## config.mk

```make
export PLATFORM = sky130hd
export DESIGN_NAME = wake_sleep_backoff_scheduler
export DESIGN_NICKNAME = d
export VERILOG_FILES = /design/src/rtl/wsbs_pkg.sv /design/src/rtl/wake_sleep_backoff_scheduler.sv /design/src/rtl/wsbs_div.sv /design/src/rtl/wsbs_bo.sv
export SDC_FILE = /design/constraint.sdc
export NUM_CORES = 1
export LEC_CHECK = 0
export BUFFER_PORTS_ARGS = -buffer_cell sky130_fd_sc_hd__buf_2
export CORE_ASPECT_RATIO = 0.8
export CORE_MARGIN = 4
export CORE_UTILIZATION = 50
export DETAILED_ROUTE_END_ITERATION = 8
export PLACE_DENSITY = 0.74
export SLEW_MARGIN = 0
export SYNTH_ARGS = -nofsm -noshare
export SYNTH_HDL_FRONTEND = slang
export SYNTH_SLANG_ARGS = --single-unit
```

## constraint.sdc

```tcl
create_clock -name clk -period 9.6 [get_ports clk]
set_clock_uncertainty 0.05 [all_clocks]
set_input_delay 0 -clock clk [delete_from_list [all_inputs] [get_ports clk]]
set_output_delay 0 -clock clk [all_outputs]
set_load 0.01 [all_outputs]
```

## src/rtl/wsbs_pkg.sv

```systemverilog
// ---------------------------------------------------------------------------
// wsbs_pkg
// Widths, constants and shared types of the wake/sleep backoff scheduler.
// ---------------------------------------------------------------------------
package wsbs_pkg;

  localparam int INTERVAL_W = 27;
  localparam int SLEEP_W    = 32;
  localparam int MV_W       = 13;
  localparam int FAIL_W     = 4;
  localparam int PULSE_W    = 16;
  localparam int CFG_ADDR_W = 3;

  // Failure counter saturates here.
  localparam logic [FAIL_W-1:0] FAILURE_CAP   = 4'd8;
  localparam logic [FAIL_W-1:0] HTTP_FAIL_MIN = 4'd2;

  localparam logic [MV_W-1:0] BATT_NOREAD_MV = 13'd500;
  localparam logic [MV_W-1:0] BATT_CRIT_MV   = 13'd3100;

  // Configuration register indexes.
  localparam logic [CFG_ADDR_W-1:0] REG_REPORT_INTERVAL = 3'd0;
  localparam logic [CFG_ADDR_W-1:0] REG_PULSE_PERIOD    = 3'd1;
  localparam logic [CFG_ADDR_W-1:0] REG_MIN_SLEEP       = 3'd2;
  localparam logic [CFG_ADDR_W-1:0] REG_MAX_SLEEP       = 3'd3;
  localparam logic [CFG_ADDR_W-1:0] REG_BATTERY_LOW     = 3'd4;
  localparam logic [CFG_ADDR_W-1:0] REG_KEEP_ALIVE      = 3'd5;

  // Event kinds carried in the request tuser.
  localparam logic OP_WAKE        = 1'b0;
  localparam logic OP_REPORT_DONE = 1'b1;

  // Low-battery stretch, as a left shift of the interval.
  localparam logic [1:0] SCALE_X1 = 2'd0;
  localparam logic [1:0] SCALE_X2 = 2'd1;
  localparam logic [1:0] SCALE_X4 = 2'd2;

  // Start request for the backoff shifter.
  typedef struct packed {
    logic              start;
    logic [FAIL_W-1:0] shifts;
  } bo_req_t;

  // Status returned by a serial unit.
  typedef struct packed {
    logic busy;
    logic done;
  } unit_sts_t;

endpackage

```

## src/rtl/wake_sleep_backoff_scheduler.sv

```systemverilog
// ---------------------------------------------------------------------------
// wake_sleep_backoff_scheduler
// Duty-cycle planner for a sleeping node with capped exponential backoff.
// ---------------------------------------------------------------------------
// Usage:
//   Requests arrive on the in_ stream: in_tuser is the event kind (wake from
//   boot or report cycle finished), in_tdata carries the wake source, the
//   delivery status and the battery reading. Each request yields exactly one
//   result on the out_ stream: out_tuser flags a pulse-only wake, out_tdata
//   carries the sleep time, the failure count and the fallback flag.
//   The user must write configuration registers via cfg_we/cfg_addr/cfg_wdata
//   only while no request is in flight; the block itself does not enforce it.
//   A request moves from the idle state to the evaluate state and on to the
//   final step, which loads its result into the output register. A keep-alive
//   timer wake first waits in the divide state while the bit-serial divider
//   works out the interval/pulse ratio and flags it done. A failed report in
//   adaptive mode first waits in the backoff state while the backoff shifter
//   doubles the base, at most 7 doublings.
//   One request is worked on at a time; in_tready is high only when idle, so
//   a request is taken only once the previous result has left the final step.
//   A finished result waits in the output register, so a new request can be
//   accepted while the receiver stalls; it then holds in the final step.
//   Synchronous reset loads the register defaults and clears both counters.
// ---------------------------------------------------------------------------
module wake_sleep_backoff_scheduler
  import wsbs_pkg::*;
(
  input  logic                  clk,
  input  logic                  rst_n,
  // Request stream.
  input  logic                  in_tvalid,
  output logic                  in_tready,
  input  logic [15:0]           in_tdata,   // sleep_wake, delivery_ok, battery_mv[12:0], pad
  input  logic                  in_tuser,   // op
  // Result stream.
  output logic                  out_tvalid,
  input  logic                  out_tready,
  output logic [39:0]           out_tdata,  // sleep_ms[31:0], failure_count[3:0],
                                            // http_fallback_due, pad
  output logic                  out_tuser,  // pulse_only
  // Configuration write port.
  input  logic                  cfg_we,
  input  logic [CFG_ADDR_W-1:0] cfg_addr,
  input  logic [SLEEP_W-1:0]    cfg_wdata
);

  // Sequencer states.
  localparam logic [2:0] S_IDLE = 3'd0;
  localparam logic [2:0] S_EVAL = 3'd1;
  localparam logic [2:0] S_DIV  = 3'd2;
  localparam logic [2:0] S_BACK = 3'd3;
  localparam logic [2:0] S_FIN  = 3'd4;

  // Configuration registers.
  logic [INTERVAL_W-1:0] interval_r;
  logic [INTERVAL_W-1:0] pulse_r;
  logic [SLEEP_W-1:0]    min_r;
  logic [SLEEP_W-1:0]    max_r;
  logic [MV_W-1:0]       batt_low_r;
  logic                  keep_alive_r;

  // Persistent counters.
  logic [FAIL_W-1:0]  failures_r, failures_nxt;
  logic [PULSE_W-1:0] pcount_r, pcount_nxt;

  // Sequencer and the latched request.
  logic [2:0]     state_r, state_nxt;
  logic           op_r;
  logic           wake_r;
  logic           ok_r;
  logic [MV_W-1:0] batt_r;

  // Result waiting for the output register.
  logic               res_pulse_r, res_pulse_nxt;
  logic [SLEEP_W-1:0] res_sleep_r, res_sleep_nxt;

  // Output register.
  logic               out_valid_r;
  logic               out_pulse_r;
  logic [SLEEP_W-1:0] out_sleep_r;
  logic [FAIL_W-1:0]  out_fail_r;
  logic               out_http_r;

  // Serial units.
  logic                  div_start;
  unit_sts_t             div_sts;
  logic [INTERVAL_W-1:0] div_quo;
  bo_req_t               bo_req;
  unit_sts_t             bo_sts;
  logic [SLEEP_W-1:0]    bo_sleep;

  logic                  in_fire;
  logic                  out_load;
  logic [1:0]            scale;
  logic [SLEEP_W-1:0]    scaled;
  logic [SLEEP_W-1:0]    clamped;
  logic [PULSE_W-1:0]    need;

  assign in_tready = (state_r == S_IDLE);
  assign in_fire   = in_tvalid && in_tready;
  assign out_load  = (state_r == S_FIN) && (!out_valid_r || out_tready);

  // Configuration writes; indexes beyond the list are ignored.
  always_ff @(posedge clk) begin
    if (!rst_n) begin
      interval_r   <= INTERVAL_W'(300000);
      pulse_r      <= INTERVAL_W'(8000);
      min_r        <= SLEEP_W'(60000);
      max_r        <= SLEEP_W'(3600000);
      batt_low_r   <= MV_W'(3300);
      keep_alive_r <= 1'b0;
    end else if (cfg_we) begin
      unique case (cfg_addr)
        REG_REPORT_INTERVAL: interval_r   <= cfg_wdata[INTERVAL_W-1:0];
        REG_PULSE_PERIOD:    pulse_r      <= cfg_wdata[INTERVAL_W-1:0];
        REG_MIN_SLEEP:       min_r        <= cfg_wdata;
        REG_MAX_SLEEP:       max_r        <= cfg_wdata;
        REG_BATTERY_LOW:     batt_low_r   <= cfg_wdata[MV_W-1:0];
        REG_KEEP_ALIVE:      keep_alive_r <= cfg_wdata[0];
        default: ;
      endcase
    end
  end

  // Low-battery stretch: a reading at or below the no-reading level is ignored.
  always_comb begin
    scale = SCALE_X1;
    if (batt_r > BATT_NOREAD_MV && batt_r < batt_low_r) begin
      scale = (batt_r < BATT_CRIT_MV) ? SCALE_X4 : SCALE_X2;
    end
    scaled = {{(SLEEP_W-INTERVAL_W){1'b0}}, interval_r} << scale;
    // The floor is checked first, so it wins when the limits are inverted.
    if (scaled < min_r) begin
      clamped = min_r;
    end else if (scaled > max_r) begin
      clamped = max_r;
    end else begin
      clamped = scaled;
    end
  end

  assign need = div_quo[PULSE_W-1:0];

  // Sequencer.
  always_comb begin
    state_nxt     = state_r;
    failures_nxt  = failures_r;
    pcount_nxt    = pcount_r;
    res_pulse_nxt = res_pulse_r;
    res_sleep_nxt = res_sleep_r;
    div_start     = 1'b0;
    bo_req.start  = 1'b0;
    bo_req.shifts = '0;

    unique case (state_r)
      S_IDLE: begin
        if (in_fire) begin
          state_nxt = S_EVAL;
        end
      end

      S_EVAL: begin
        res_pulse_nxt = 1'b0;
        res_sleep_nxt = '0;
        if (op_r == OP_WAKE) begin
          if (!wake_r) begin
            pcount_nxt = '0;
            state_nxt  = S_FIN;
          end else if (keep_alive_r && pulse_r != '0) begin
            div_start = 1'b1;
            state_nxt = S_DIV;
          end else begin
            state_nxt = S_FIN;
          end
        end else begin
          if (ok_r) begin
            failures_nxt = '0;
            pcount_nxt   = '0;
          end else if (failures_r < FAILURE_CAP) begin
            failures_nxt = failures_r + 1'b1;
          end
          if (keep_alive_r) begin
            res_sleep_nxt = {{(SLEEP_W-INTERVAL_W){1'b0}}, pulse_r};
            state_nxt     = S_FIN;
          end else if (failures_nxt == '0) begin
            res_sleep_nxt = clamped;
            state_nxt     = S_FIN;
          end else begin
            bo_req.start  = 1'b1;
            bo_req.shifts = failures_nxt - 1'b1;
            state_nxt     = S_BACK;
          end
        end
      end

      S_DIV: begin
        if (div_sts.done) begin
          // A ratio of one or less means pulses are not worth taking.
          if (need > PULSE_W'(1) && pcount_r < need) begin
            pcount_nxt    = pcount_r + 1'b1;
            res_pulse_nxt = 1'b1;
            res_sleep_nxt = {{(SLEEP_W-INTERVAL_W){1'b0}}, pulse_r};
          end
          state_nxt = S_FIN;
        end
      end

      S_BACK: begin
        if (bo_sts.done) begin
          res_sleep_nxt = bo_sleep;
          state_nxt     = S_FIN;
        end
      end

      S_FIN: begin
        if (out_load) begin
          state_nxt = S_IDLE;
        end
      end

      default: state_nxt = S_IDLE;
    endcase
  end

  always_ff @(posedge clk) begin
    if (!rst_n) begin
      state_r     <= S_IDLE;
      failures_r  <= '0;
      pcount_r    <= '0;
      out_valid_r <= 1'b0;
    end else begin
      state_r    <= state_nxt;
      failures_r <= failures_nxt;
      pcount_r   <= pcount_nxt;
      if (out_load) begin
        out_valid_r <= 1'b1;
      end else if (out_tready) begin
        out_valid_r <= 1'b0;
      end
    end
  end

  // Payload registers.
  always_ff @(posedge clk) begin
    if (in_fire) begin
      op_r   <= in_tuser;
      wake_r <= in_tdata[0];
      ok_r   <= in_tdata[1];
      batt_r <= in_tdata[MV_W+1:2];
    end
    res_pulse_r <= res_pulse_nxt;
    res_sleep_r <= res_sleep_nxt;
    if (out_load) begin
      out_pulse_r <= res_pulse_r;
      out_sleep_r <= res_sleep_r;
      out_fail_r  <= failures_r;
      out_http_r  <= (failures_r >= HTTP_FAIL_MIN);
    end
  end

  wsbs_div u_div (
    .clk      (clk),
    .rst_n    (rst_n),
    .start    (div_start),
    .dividend (interval_r),
    .divisor  (pulse_r),
    .sts      (div_sts),
    .quotient (div_quo)
  );

  wsbs_bo u_bo (
    .clk       (clk),
    .rst_n     (rst_n),
    .req       (bo_req),
    .min_sleep (min_r),
    .max_sleep (max_r),
    .sts       (bo_sts),
    .sleep     (bo_sleep)
  );

  assign out_tvalid = out_valid_r;
  assign out_tuser  = out_pulse_r;
  assign out_tdata  = {3'b000, out_http_r, out_fail_r, out_sleep_r};

endmodule

```

## src/rtl/wsbs_div.sv

```systemverilog
// ---------------------------------------------------------------------------
// wsbs_div
// Bit-serial restoring divider: one quotient bit per cycle, MSB first.
// ---------------------------------------------------------------------------
module wsbs_div
  import wsbs_pkg::*;
(
  input  logic                  clk,
  input  logic                  rst_n,
  input  logic                  start,
  input  logic [INTERVAL_W-1:0] dividend,
  input  logic [INTERVAL_W-1:0] divisor,
  output unit_sts_t             sts,
  output logic [INTERVAL_W-1:0] quotient
);

  localparam int CNT_W = $clog2(INTERVAL_W);
  localparam logic [CNT_W-1:0] LAST_STEP = CNT_W'(INTERVAL_W - 1);

  logic [INTERVAL_W-1:0] rem_r, rem_nxt;
  logic [INTERVAL_W-1:0] quo_r, quo_nxt;
  logic [CNT_W-1:0]      cnt_r;
  logic                  busy_r;
  logic                  done_r;
  logic [INTERVAL_W:0]   trial;
  logic                  q_bit;

  // Shift the next dividend bit into the partial remainder and try a subtract.
  always_comb begin
    trial   = {rem_r, quo_r[INTERVAL_W-1]};
    q_bit   = (trial >= {1'b0, divisor});
    rem_nxt = q_bit ? INTERVAL_W'(trial - {1'b0, divisor}) : trial[INTERVAL_W-1:0];
    quo_nxt = {quo_r[INTERVAL_W-2:0], q_bit};
  end

  always_ff @(posedge clk) begin
    if (!rst_n) begin
      busy_r <= 1'b0;
      done_r <= 1'b0;
      cnt_r  <= '0;
    end else begin
      done_r <= 1'b0;
      if (start) begin
        busy_r <= 1'b1;
        cnt_r  <= '0;
      end else if (busy_r) begin
        cnt_r <= cnt_r + 1'b1;
        if (cnt_r == LAST_STEP) begin
          busy_r <= 1'b0;
          done_r <= 1'b1;
        end
      end
    end
  end

  always_ff @(posedge clk) begin
    if (start) begin
      rem_r <= '0;
      quo_r <= dividend;
    end else if (busy_r) begin
      rem_r <= rem_nxt;
      quo_r <= quo_nxt;
    end
  end

  assign sts.busy = busy_r;
  assign sts.done = done_r;
  assign quotient = quo_r;

endmodule

```

## src/rtl/wsbs_bo.sv

```systemverilog
// ---------------------------------------------------------------------------
// wsbs_bo
// Backoff shifter: doubles the base one bit per cycle, saturating at the cap.
// ---------------------------------------------------------------------------
module wsbs_bo
  import wsbs_pkg::*;
(
  input  logic               clk,
  input  logic               rst_n,
  input  bo_req_t            req,
  input  logic [SLEEP_W-1:0] min_sleep,
  input  logic [SLEEP_W-1:0] max_sleep,
  output unit_sts_t          sts,
  output logic [SLEEP_W-1:0] sleep
);

  logic [SLEEP_W-1:0] base_r;
  logic               sat_r;
  logic [FAIL_W-1:0]  cnt_r;
  logic               busy_r;
  logic               done_r;
  logic [SLEEP_W:0]   dbl;
  logic [SLEEP_W-1:0] capped;

  assign dbl = {base_r, 1'b0};

  always_ff @(posedge clk) begin
    if (!rst_n) begin
      busy_r <= 1'b0;
      done_r <= 1'b0;
      cnt_r  <= '0;
    end else begin
      done_r <= 1'b0;
      if (req.start) begin
        busy_r <= 1'b1;
        cnt_r  <= req.shifts;
      end else if (busy_r) begin
        if (cnt_r == '0) begin
          busy_r <= 1'b0;
          done_r <= 1'b1;
        end else begin
          cnt_r <= cnt_r - 1'b1;
        end
      end
    end
  end

  // Once the running value passes the cap it only grows, so it stays capped.
  always_ff @(posedge clk) begin
    if (req.start) begin
      base_r <= min_sleep;
      sat_r  <= (min_sleep > max_sleep);
    end else if (busy_r && cnt_r != '0 && !sat_r) begin
      base_r <= dbl[SLEEP_W-1:0];
      sat_r  <= dbl[SLEEP_W] || (dbl[SLEEP_W-1:0] > max_sleep);
    end
  end

  // With the cap below the floor, the floor wins.
  assign capped = sat_r ? max_sleep : base_r;
  assign sleep  = (capped < min_sleep) ? min_sleep : capped;

  assign sts.busy = busy_r;
  assign sts.done = done_r;

endmodule

```

==> flow_summary.yaml, run 1 <==
grt:
  track_usage_pct: 29.69
  gr-usage-met1_pct: 41.66
  gr-total-overflow: 0
  top_usage_layer: "met2"
  grt_max_degree: 78
  grt_pass1_vias: 18410
  grt_first_pass_wirelength_mm: 106.2
  grt_antenna_before_repair: 4
  use_met3_pct: 6.546
  grt.met2_usage_pct: 44.71
worst_setup_path:
  critPathKind: "reg2reg"
  cp_max_fo: 52
  critPathRequiredTime_ps: 9840
  crit_arrival_ps: 6560
  startpoint_type: "flip-flop"
  crit_path_end_kind: "flip-flop"
status:
  status: "complete, no violations"
sta:
  final.period_utilization_pct: 65.83
  slew_viol_final: 0
  setup_ws_ps: 3280
  hold_violations: 0
  fin_hold_ws_ps: 89.05
  worstMarginPinSlew_ps: 1243
  fmax_ghz: 0.1582
  setup_viol: 0
  setup_tns_ps: 0
  fin_crit_ps: 6320
  rsz0062_at_grt: "false"
  slew_headroom_pct: 16.93
finish:
  drive_gt1_share_pct: 9.286
  fin_util_pct: 56.96
  area_growth_pct: 12.65
  nets: 2805
  num_antenna_cells: 0
clock_tree:
  cts_buffers: 38
  cts_root_buffer: "clkbuf_16"
  cts_buffer_depth: 3
  cts_hold_buf: 55
  cts_setup_buffers: 0
  clk_pin_slew_ps: 60
  insertion_delay_ps: 570
  clock-sinks: 343
  cts_tree: "yes"
  htreeDepth: 2
  post_cts_resize_count: 0
synth:
  syn_area_mm2: 0.02119
  netlist_instances: 2447
  synth_seq_cells: 343
  ys.flop_type: "dfxtp_1"
  synth_cell_types: 79
  synth_area_leaders: "edfxtp_1 21%, dfxtp_1 19%, ha_1 13%"
  synth-edff-count: 147
  yosys_warnings: 0
  ys_async_sr_fraction_pct: 0
  synthTopCellsByCount: "410 x nand2_1, 245 x a21oi_1, 213 x ha_1"
  synth_top_area_cell: "edfxtp_1"
  yosysTopAreaCellShare_pct: 20.83
  postSynthAreaPerCell_um2: 8.661
  synth.most_common_cell: "nand2_1"
  synth_seq_area_share_pct: 39.34
detailed_routing:
  wire_per_inst_um: 22.19
  wirelength_mm: 69.11
  vias: 19120
  route.detailed.drc: 0
  final_antenna_net_count: 0
  drtIter0Drc: 2131
  first_pass_iters: 5
  post_drt_via_cell_ratio: 6.138
power_and_ir_drop:
  internal_power_mw: 2.844
  clkPwrFrac_pct: 34.9
  power_mw: 4.156
  switching_share_pct: 31.56
  powerDensity_mw_per_mm2: 174.1
  seqPwrFrac_pct: 41.4
  p_comb_share_pct: 23.7
  vdd_drop_max_uv: 121.3
  switchingPower_mw: 1.312
  p_leak_nw: 9.637
die:
  core-area_mm2: 0.04192
  dieArea_mm2: 0.04576
  die_w_um: 238.2
  fp-row-count: 67
  io_pins: 100
  dieHeight_um: 192.1
  initial_core_util_pct: 50.56
placement:
  place_ws_ps: 3643
  port_buffers: 95
  dp_hpwl_mm: 49.57
  place_congestion: 0.9803
job:
  maxCapViolations: 0
worst_hold_path:
  hp-class: "in2reg"
-- registers in the layout, indices dropped and copies added (netlist names), 13 cells and up --
| signal | cells |
|---|---|
| max_r | 32 |
| out_sleep_r | 32 |
| batt_low_r | 13 |
| u_div.quotient | 27 |
| pulse_r | 27 |
| pcount_r | 16 |
| u_div.rem_r | 27 |
| res_sleep_r | 32 |
| batt_r | 13 |
| min_r | 32 |
| u_bo.base_r | 32 |
| interval_r | 27 |
-- logic make-up after synthesis --
logic type	synth area share [%]
and+or+nand+nor	16.38
AOI/OAI and AO/OA	19.26
DFF	39.34
buffers and inverters	5.083
adders and majority gates	12.67
muxes	5.390
xor gates and xnor gates	1.860
other	0.01769
-- metrics by stage --
| stage | instance area (um^2) | std cells |
|---|---|---|
| detailed placement | 22100 | 2991 |
| global route | 23870 | 3115 |
| floorplan | 21210 | 2451 |
| global placement | 22100 | 2991 |
| finish | 23870 | 3115 |
| CTS | 23870 | 3115 |
-- path summary, 6_finish.rpt --
| kind | to | cells past startpoint | start | slack [ps] |
|---|---|---|---|---|
| max reg2reg | res_sleep_r[18] | 20 | batt_r[8] | 3280 |
| min | batt_r[8] | 2 | in_tdata[10] | 90 |
| max | res_sleep_r[18] | 20 | batt_r[8] | 3280 |
| min reg2reg | out_sleep_r[20] | 0 | res_sleep_r[20] | 370 |
-- cells in the final DEF, fill, tap and decap left out, drive strengths merged, types with 15 or more instances in the layout --
cell type    netlist  final
a221oi            30     30
o21ai            203    203
a21oi            245    245
nand2b            18     18
nand3             47     47
nor2b             19     19
inv              139    142
a21o              42     42
mux2i             77     77
a211oi            17     17
nor2             125    125
o211ai            45     45
and3              16     16
nand4             39     39
dlygate4sd3        0     55
edfxtp           147    147
ha               213    213
xor2              19     19
xnor2             26     26
mux2              33     33
clkbuf           107     53
nor4              15     15
a21boi            28     28
nor3              63     63
buf               26    121
dfxtp            196    196
nand2            410    410
-- layout make-up --
type	instances	area (um^2)
clock buffers	53	1089
clock inverters	16	133.9
fillers	3795	18040
inverters	141	530.5
multi-input cells	1834	11870
flip-flops and latches	343	8339
well taps	552	690.7
repair buffers	176	1221
-- layer usage --
layer  wire [um]  share of wire, %
met5           7             0.010
met4        2920               4.2
met3        7639                11
met2       28990                42
met1       29550                43
-- power by group through the flow --
stage	Combinational (mW)	Sequential [mW]	Clock, mW
floorplan	0.702	1.71	0
global route	1.09	1.73	1.52
finish	0.987	1.72	1.45
detailed placement	0.942	1.75	0
CTS	0.967	1.72	1.47
global placement	0.916	1.74	0
-- worst max-delay path, stage by stage (launching register included) --
cell       delay (ps)
edfxtp_1          420
ha_1              330
and4_4            210
nand2_1            70
a221oi_2           50
o41ai_2           470
nand2_1            90
buf_4             270
o21ai_0           490
ha_1              340
a21oi_1           150
nor2_1             60
a211oi_1          240
o32ai_1           110
a2111oi_0         660
o21ai_0           290
a211oi_2          670
buf_4             390
nor3_1             80
o21ai_0           410
a21oi_1           150
Power figures use the tool's default switching activity.
==> run 2: changes to the inputs <==
==> constraint.sdc (replaced) <==
create_clock -name clk -period 6.2 [get_ports clk]
set_clock_uncertainty 0.05 [all_clocks]
set_input_delay 0 -clock clk [delete_from_list [all_inputs] [get_ports clk]]
set_output_delay 0 -clock clk [all_outputs]
set_load 0.01 [all_outputs]
==> run 2 against run 1 <==
Effect of this change:
- register-to-register slack worse by 2900 ps
- hold slack improved by 14 ps
- non-clock buffer count rose by 7
- via count up 0.91%
- die area did not move
- setup slack lost 2900 ps
- global-route usage about the same
- critical endpoint is now res_sleep_r[21]
- largest power group unchanged
==> flow_summary.yaml, run 2 (synthesized netlist as in run 1, its figures left out) <==
worst_setup_path:
  critPathRequiredTime_ps: 6510
  crit_arrival_ps: 6120
  crit_path_end_kind: "flip-flop"
  cp_max_fo: 23
  startpoint_type: "flip-flop"
  critPathKind: "reg2reg"
sta:
  fin_crit_ps: 5811
  setup_ws_ps: 388.8
  hold_violations: 0
  setup_viol: 0
  final.period_utilization_pct: 93.73
  worstMarginPinSlew_ps: 1219
  slew_viol_final: 0
  fmax_ghz: 0.1721
  setup_tns_ps: 0
  slew_headroom_pct: 18.75
  rsz0062_at_grt: "false"
finish:
  nets: 2813
  layout_commonest_cell: "nand2_1"
  design_area_mm2: 0.02394
  n_fill_cell: 3706
  drive_gt1_share_pct: 9.522
  area_growth_pct: 12.96
  mostFrequentLayoutCells: "409 x nand2_1, 245 x a21oi_1, 213 x ha_1, 195 x dfxtp_1, 173 x o21ai_0"
detailed_routing:
  wire_per_inst_um: 22.15
  drtIter0Drc: 2196
  route.detailed.drc: 0
  vias: 19290
  wirelength_mm: 69.25
  first_pass_iters: 6
  final_antenna_net_count: 0
  post_drt_via_cell_ratio: 6.172
die:
  die_w_um: 238.2
  dieArea_mm2: 0.04576
  io_pins: 100
  dieHeight_um: 192.1
  initial_core_util_pct: 50.56
  core-area_mm2: 0.04192
  fp-row-count: 67
clock_tree:
  clk_pin_slew_ps: 70
  clock-sinks: 343
  cts_buffer_depth: 3
  cts_tree: "yes"
  cts_buffers: 39
  cts_root_buffer: "clkbuf_16"
  htreeDepth: 2
  insertion_delay_ps: 570
status:
  status: "complete, no violations"
grt:
  grt_max_degree: 78
  grt_antenna_before_repair: 2
  track_usage_pct: 29.72
  grt_first_pass_wirelength_mm: 106.5
  grt_pass1_vias: 18130
  gr-total-overflow: 0
power_and_ir_drop:
  p_comb_share_pct: 23.6
  switching_share_pct: 31.65
  powerDensity_mw_per_mm2: 271.9
  p_leak_nw: 9.667
  seqPwrFrac_pct: 40.9
  internal_power_mw: 4.450
  vdd_drop_max_uv: 190.0
  power_mw: 6.510
  switchingPower_mw: 2.060
  clkPwrFrac_pct: 35.5
placement:
  place_ws_ps: 452.4
  port_buffers: 95
  dp_hpwl_mm: 50.30
  place_congestion: 0.9579
  placed_cell_area_mm2: 0.02213
worst_hold_path:
  hp-class: "in2reg"
job:
  maxCapViolations: 0
==> run 2: timing repair <==
action,4_1_cts,5_1_grt
endpoints found under the setup margin,0,10
endpoints found under the hold margin,151,0
resized for setup,0,1
buffers inserted,0,0
hold buffers,56,0
==> run 2: path summary, 6_finish.rpt <==
path | from | to | slack [ps] | cells past startpoint
setup / recovery | batt_r[8] | res_sleep_r[21] | 390 | 19
hold / removal | in_tdata[5] | batt_r[3] | 100 | 2
setup reg to reg | batt_r[8] | res_sleep_r[21] | 390 | 19
hold reg to reg | res_sleep_r[19] | out_sleep_r[19] | 370 | 0
==> run 2: final cells by class <==
class                           instances  area (um^2)  area share [%]
Antenna cell                            1        2.502         0.01045
Clock buffer                           52         1035           4.322
Clock inverter                         20        210.2          0.8781
Inverter                              141        530.5           2.216
Multi-Input combinational cell       1834        11860           49.52
Sequential cell                       343         8339           34.84
Tap cell                              552        690.7           2.885
Timing Repair Buffer                  183         1276           5.331
==> run 2: critical path, stage by stage (launching register included) <==
cell	delay, ps
edfxtp_1	420
ha_1	330
and4_4	210
nand2_1	70
a221oi_2	50
o41ai_2	460
nand2_1	430
buf_4	350
o21ai_0	650
ha_1	380
nor2b_1	130
o21ai_0	160
a211o_1	150
o211ai_1	160
a211o_1	350
or3_4	430
nor3_4	150
buf_4	260
a221oi_1	100
a21oi_1	260
==> run 2: layer usage <==
metal / GRT usage (%) / routed length (um) / vias up
met3: 5.197 / 7579 / 156
met5: 0 / 0 / -
li1: - / - / 8969
met1: 43.26 / 29920 / 9185
met4: 10.38 / 2625 / 0
met2: 44.61 / 29130 / 984
==> run 2: metrics by stage <==
step | hold WS [ps] | util, % | instances
2_1_floorplan | 48.87 | - | 2451
3_3_place_gp | 128.7 | 52.80 | 2997
3_5_place_dp | 128.5 | 52.80 | 2997
4_1_cts | 63.03 | 57.10 | 3125
5_1_grt | 93.60 | 57.11 | 3125
6_report | 103.3 | 57.11 | 3126
==> run 2: power by group through the flow <==
stage                     clock network [mW]  logic (mW)  registers (mW)
final                                   2.31        1.54            2.66
after detailed placement                   0        1.46            2.71
after CTS                               2.33        1.50            2.66
after floorplan                            0        1.09            2.65
after global routing                    2.43        1.68            2.68
after global placement                     0        1.43            2.70
